`src/design/wmsc_pkg.sv`:
```
// shared types, codes and tables for the wasm module structure checker
`timescale 1ns / 1ps
`default_nettype none

package wmsc_pkg;

	typedef enum logic [2:0] {
		OP_SECTION    = 3'd0,
		OP_LOCALS     = 3'd1,
		OP_INSTR      = 3'd2,
		OP_FUNC_END   = 3'd3,
		OP_MODULE_END = 3'd4
	} op_t;

	typedef enum logic [2:0] {
		ST_OK          = 3'd0,
		ST_UNKNOWN_ID  = 3'd1,
		ST_ORDER       = 3'd2,
		ST_FUNC_CODE   = 3'd3,
		ST_DATACOUNT   = 3'd4,
		ST_LOCALS      = 3'd5,
		ST_DC_REQUIRED = 3'd6
	} status_t;

	typedef enum logic [1:0] {
		SF_NONE    = 2'd0,
		SF_UNKNOWN = 2'd1,
		SF_ORDER   = 2'd2
	} sect_fault_t;

	typedef enum logic [1:0] {
		BF_NONE   = 2'd0,
		BF_LOCALS = 2'd1,
		BF_DATA   = 2'd2
	} body_fault_t;

	localparam logic [7:0] ID_CUSTOM     = 8'd0;
	localparam logic [7:0] ID_FUNCTION   = 8'd3;
	localparam logic [7:0] ID_CODE       = 8'd10;
	localparam logic [7:0] ID_DATA       = 8'd11;
	localparam logic [7:0] ID_DATA_COUNT = 8'd12;
	localparam logic [7:0] ID_LAST_KNOWN = 8'd13;

	localparam logic [7:0]  PREFIX_MISC         = 8'hFC;
	localparam logic [7:0]  PREFIX_GC           = 8'hFB;
	localparam logic [31:0] SUB_MEMORY_INIT     = 32'd8;
	localparam logic [31:0] SUB_DATA_DROP       = 32'd9;
	localparam logic [31:0] SUB_ARRAY_NEW_DATA  = 32'd9;
	localparam logic [31:0] SUB_ARRAY_INIT_DATA = 32'd18;

	localparam logic [32:0] LOCALS_SAT = 33'h1_0000_0000;

	typedef struct packed {
		sect_fault_t fault;
		logic        func_code_mismatch;
		logic        data_count_mismatch;
		logic        has_data_count;
	} sect_stat_t;

	function automatic logic [3:0] rank_of_id(input logic [7:0] id);
		logic [3:0] r;
		case (id)
			8'd1:    r = 4'd0;
			8'd2:    r = 4'd1;
			8'd3:    r = 4'd2;
			8'd4:    r = 4'd3;
			8'd5:    r = 4'd4;
			8'd6:    r = 4'd6;
			8'd7:    r = 4'd7;
			8'd8:    r = 4'd8;
			8'd9:    r = 4'd9;
			8'd10:   r = 4'd11;
			8'd11:   r = 4'd12;
			8'd12:   r = 4'd10;
			8'd13:   r = 4'd5;
			default: r = 4'd0;
		endcase
		return r;
	endfunction

endpackage

`default_nettype wire

```
`src/design/wmsc_sect.sv`:
```
// section order tracking and section count comparison
`timescale 1ns / 1ps
`default_nettype none

module wmsc_sect (
	input  wire logic                 clk,
	input  wire logic                 arst_n,
	input  wire logic                 adv,
	input  wire logic [2:0]           op,
	input  wire logic [7:0]           section_id,
	input  wire logic [31:0]          item_count,
	output wmsc_pkg::sect_stat_t      stat
);
	import wmsc_pkg::*;

	logic [3:0]  last_rank_q;
	logic        rank_seen_q;
	logic [31:0] func_total_q;
	logic [31:0] code_total_q;
	logic [31:0] data_total_q;
	logic [31:0] data_count_q;
	logic        has_dc_q;
	sect_fault_t fault_q;
	logic [3:0]  rank;

	assign rank = rank_of_id(section_id);

	always_ff @(posedge clk or negedge arst_n) begin
		if (!arst_n) begin
			last_rank_q  <= '0;
			rank_seen_q  <= 1'b0;
			func_total_q <= '0;
			code_total_q <= '0;
			data_total_q <= '0;
			data_count_q <= '0;
			has_dc_q     <= 1'b0;
			fault_q      <= SF_NONE;
		end else if (adv) begin
			if (op == OP_MODULE_END) begin
				last_rank_q  <= '0;
				rank_seen_q  <= 1'b0;
				func_total_q <= '0;
				code_total_q <= '0;
				data_total_q <= '0;
				data_count_q <= '0;
				has_dc_q     <= 1'b0;
				fault_q      <= SF_NONE;
			end else if (op == OP_SECTION && fault_q == SF_NONE && section_id != ID_CUSTOM) begin
				if (section_id > ID_LAST_KNOWN) begin
					fault_q <= SF_UNKNOWN;
				end else if (rank_seen_q && rank <= last_rank_q) begin
					fault_q <= SF_ORDER;
				end else begin
					last_rank_q <= rank;
					rank_seen_q <= 1'b1;
					if (section_id == ID_FUNCTION) begin
						func_total_q <= item_count;
					end
					if (section_id == ID_CODE) begin
						code_total_q <= item_count;
					end
					if (section_id == ID_DATA) begin
						data_total_q <= item_count;
					end
					if (section_id == ID_DATA_COUNT) begin
						data_count_q <= item_count;
						has_dc_q     <= 1'b1;
					end
				end
			end
		end
	end

	assign stat.fault               = fault_q;
	assign stat.func_code_mismatch  = func_total_q != code_total_q;
	assign stat.data_count_mismatch = has_dc_q && (data_count_q != data_total_q);
	assign stat.has_data_count      = has_dc_q;

endmodule

`default_nettype wire

```
`config.mk`:
```
export PLATFORM = sky130hd
export DESIGN_NAME = wmsc_sect
export DESIGN_NICKNAME = d
export VERILOG_FILES = /design/src/design/wmsc_pkg.sv /design/src/design/wmsc_sect.sv
export SDC_FILE = /design/constraint.sdc
export NUM_CORES = 1
export LEC_CHECK = 0
export BUFFER_PORTS_ARGS = -buffer_cell sky130_fd_sc_hd__buf_2
export CELL_PAD_IN_SITES_DETAIL_PLACEMENT = 1
export CELL_PAD_IN_SITES_GLOBAL_PLACEMENT = 1
export CORE_ASPECT_RATIO = 1.75
export CORE_UTILIZATION = 48
export DETAILED_ROUTE_END_ITERATION = 10
export PLACE_DENSITY = 0.8
export SLEW_MARGIN = 20
export SYNTH_ARGS = -nofsm -noshare
export SYNTH_HDL_FRONTEND = slang
export SYNTH_SLANG_ARGS = --single-unit
```
`constraint.sdc`:
```
create_clock -name clk -period 2.13 [get_ports clk]
set_input_delay 0.1065 -clock clk [delete_from_list [all_inputs] [get_ports clk]]
set_output_delay 0.1065 -clock clk [all_outputs]
set_load 0.02 [all_outputs]
```
==> reports/qor.csv <==
metric,value,unit
run status,finished with violations,
failing checks,negative setup slack,
vias in the first global route,6165,
R2R depth,8,
worst skew pair latency,430,ps
Sw Share,24.74,%
worst min path class,in -> reg,
Clock Tree Root,clkbuf_16,
largest net degree at the start of global routing,59,
Total GRT Usage,36.99,%
Placer Congestion,0.8505,
fraction of power consumed by combinational cells,7.2,%
RSZ-0062 raised after global routing,true,
Synth Area in Simple Gates,12.11,%
1st-pass router iterations,6,
TritonCTS clock tree,done,
Slew headroom,29.42,%
Async SR Flop Fraction,100.0,%
Place WS,-504.5,ps
Critical Path Source Type,input pin,
post-synthesis mux area share,0.1607,%
P_sw,0.001522,W
r2r setup slk,-680,ps
main combinational cell family by area after synthesis,compound AO/OA/AOI/OAI gates,
Via density,6.894,
critical path peak fanout,23,
worst slew pin tran,1048,ps
CP Data Required Time,2350,ps
Fill cells,1253,
synthesized area per cell,11.52,um^2
crit-path cells,buf_2 -> nor4_4 -> nand2_2 -> nor2_4 -> ha_1 -> nand2_1 -> nand3b_1 -> or2_2 -> and3_4 -> buf_12 -> o21ai_0,
min setup slack post-route,-717.6,ps
first-pass GRT wire length,35840,um
reg-to-reg critical path startpoint,last_rank_q[3],
PD cells,724.3,nW/um^2
cell family with most CP delay,simple AND/OR/NAND/NOR gates,
Post-Layout Cell Count,852,
hold depth,2,
Max Clock Freq,351.2,MHz
post-synthesis compound-gate area fraction,18.80,%
Synth cell types,41,
Residual DRC,0,
syn_nets,596,
most frequent cells in the layout,"136 x dfrtp_1, 99 x a22o_1, 60 x xnor2_1",
Routed Antenna Nets,0,
Crit. End Element,flip-flop,
Tot Pwr,0.006149,W
min Tclk post-route,2848,ps
Hold Startpoint,item_count[31],
Util after Layout,67.55,%
internal power,0.004628,W
register area share after synthesis,54.63,%
1st-iter DRT viols,669,
clock sinks,136,
Synth Warn #,0,
layout net count,724,
Syn Std Cell Area,6230,um^2
routed wire length,28330,um
final hold viol count,0,
Clock Skew,7.212,ps
Clock power frac,50.4,%
Die Width,88.12,um
initial core utilization,49.57,%
fin. max-slew vios,0,
Post-Synth Adder-Cell Area,1.808,%
"commonest non-fill, non-tap cell in the layout",dfrtp_1,
Die Ht,152.7,um
HPWL after DPL,13100,um
CTS max path bufs,2,
antenna violations before repair,3,
number of synthesized flops with an enable pin,0,
WL/cell,33.25,um
Synth Register Bits,136,
placed insts,770,
reg2reg end,code_total_q[21],
standby leakage power,3.788,nW
Ports,51,
worst vdd ir,0.5560,mV
CTS buffer count,17,
total number of vias,5874,
CP max stage delay,830,ps
fraction of layout cells with a size suffix above 1,28.45,%
buffers and inverters on the worst path,2,
Area Growth Syn to Fin,36.27,%
max_cap viols,0,
post-route clock period utilization,133.7,%
Hold Path End,data_total_q[31],
xor/xnor share of the synthesized area,8.998,%
Gate Count Post-Synth,541,
Overflow after GRT,0,
die area,13460,um^2
final setup fails,75,
Rows,54,
Synth Flop Type,dfrtp_1,
CP max stage cell,o21ai_0,
H-tree depth,4,
core area,12570,um^2
CP Data Arrival Time,3070,ps
power share of the sequential group,42.3,%
Crit Path Class,in -> reg,
Port Buffers,50,
clock-pin slew on the worst setup and hold paths,70,ps
[layout make-up]
cell class	count	area, um^2	share of cell area [%]
Timing Repair Buffer	148	1328	15.64
Sequential cell	136	3403	40.09
Clock buffer	19	432.9	5.099
Antenna cell	2	5.005	0.05895
Multi-Input combinational cell	359	2895	34.10
Clock inverter	13	171.4	2.019
Inverter	7	43.79	0.5158
Tap cell	168	210.2	2.476
[state kept, by name, indices dropped and copies added (netlist names)]
name / flops
code_total_q: 32
data_count_q: 32
data_total_q: 32
func_total_q: 32
last_rank_q: 4
fault_q: 2
has_dc_q: 1
rank_seen_q: 1
[metrics by stage]
stage / TNS, ps / instance area, um^2 / hold WS (ps)
2_1_floorplan: -6334 / 6420 / -189.1
3_3_place_gp: -47330 / 7153 / 93.12
3_5_place_dp: -57830 / 7153 / 94.02
4_1_cts: -62.68 / 8160 / 1.292
5_1_grt: -12670 / 8484 / 12.79
6_report: -3740 / 8489 / 0.3404
[cell usage after synthesis (2+ instances only)]
master	number	area, um^2
nand2_1	41	153.9
a41oi_1	3	26.28
dfrtp_1	136	3403
nor4_2	3	37.54
a21oi_1	6	30.03
inv_1	7	26.28
o21ai_0	26	130.1
nand4_1	49	306.5
nor2b_1	3	18.77
buf_2	27	135.1
nand2b_1	6	37.54
nor2_1	8	30.03
or2_2	2	12.51
nor4_1	4	25.02
xnor2_1	64	560.5
clkbuf_1	12	45.04
ha_1	9	112.6
a211oi_1	2	15.01
and3_1	3	18.77
a22o_1	99	867.1
o21ai_1	11	55.05
[worst max path at each step]
stage	from	endpoint	slack, ps	cells past startpoint
after floorplan	section_id[5]	code_total_q[12]	-80	11
after global placement	section_id[5]	data_count_q[10]	-380	11
after detailed placement	section_id[0]	func_total_q[18]	-500	13
after CTS	data_count_q[29]	stat[1]	-60	6
after global routing	last_rank_q[3]	code_total_q[21]	-590	8
final	section_id[6]	code_total_q[21]	-720	11
[routing by layer]
| layer | GRT usage, % | vias to the layer above | share of wire [%] |
|---|---|---|---|
| met5 | 0 | - | 0.039 |
| met4 | 24.19 | 2 | 10 |
| met3 | 9.047 | 208 | 10 |
| met2 | 63.16 | 445 | 49 |
| met1 | 39.42 | 2950 | 31 |
| li1 | - | 2269 | - |
[logic make-up after synthesis]
family,after synthesis
AOI/OAI and AO/OA,153
DFF,136
and+or+nand+nor,130
xor gates and xnor gates,64
buffers and inverters,48
adders and majority gates,9
muxes,1
[repair_timing]
action | CTS | global route
cloned | 3 | 5
hold endpoints to repair | 117 | 0
resized for setup | 15 | 36
setup endpoints to repair | 106 | 126
pin swaps | 9 | 31
setup buffers | 4 | 11
hold buffers | 26 | 0
[power by group through the flow]
stage          logic (W)  clock network [W]  registers [W]
2_1_floorplan  0.0000989                  0        0.00265
3_3_place_gp    0.000321                  0        0.00265
3_5_place_dp    0.000330                  0        0.00265
4_1_cts         0.000383            0.00308        0.00260
5_1_grt         0.000464            0.00319        0.00260
6_report        0.000444            0.00310        0.00260
Power figures use the tool's default switching activity.
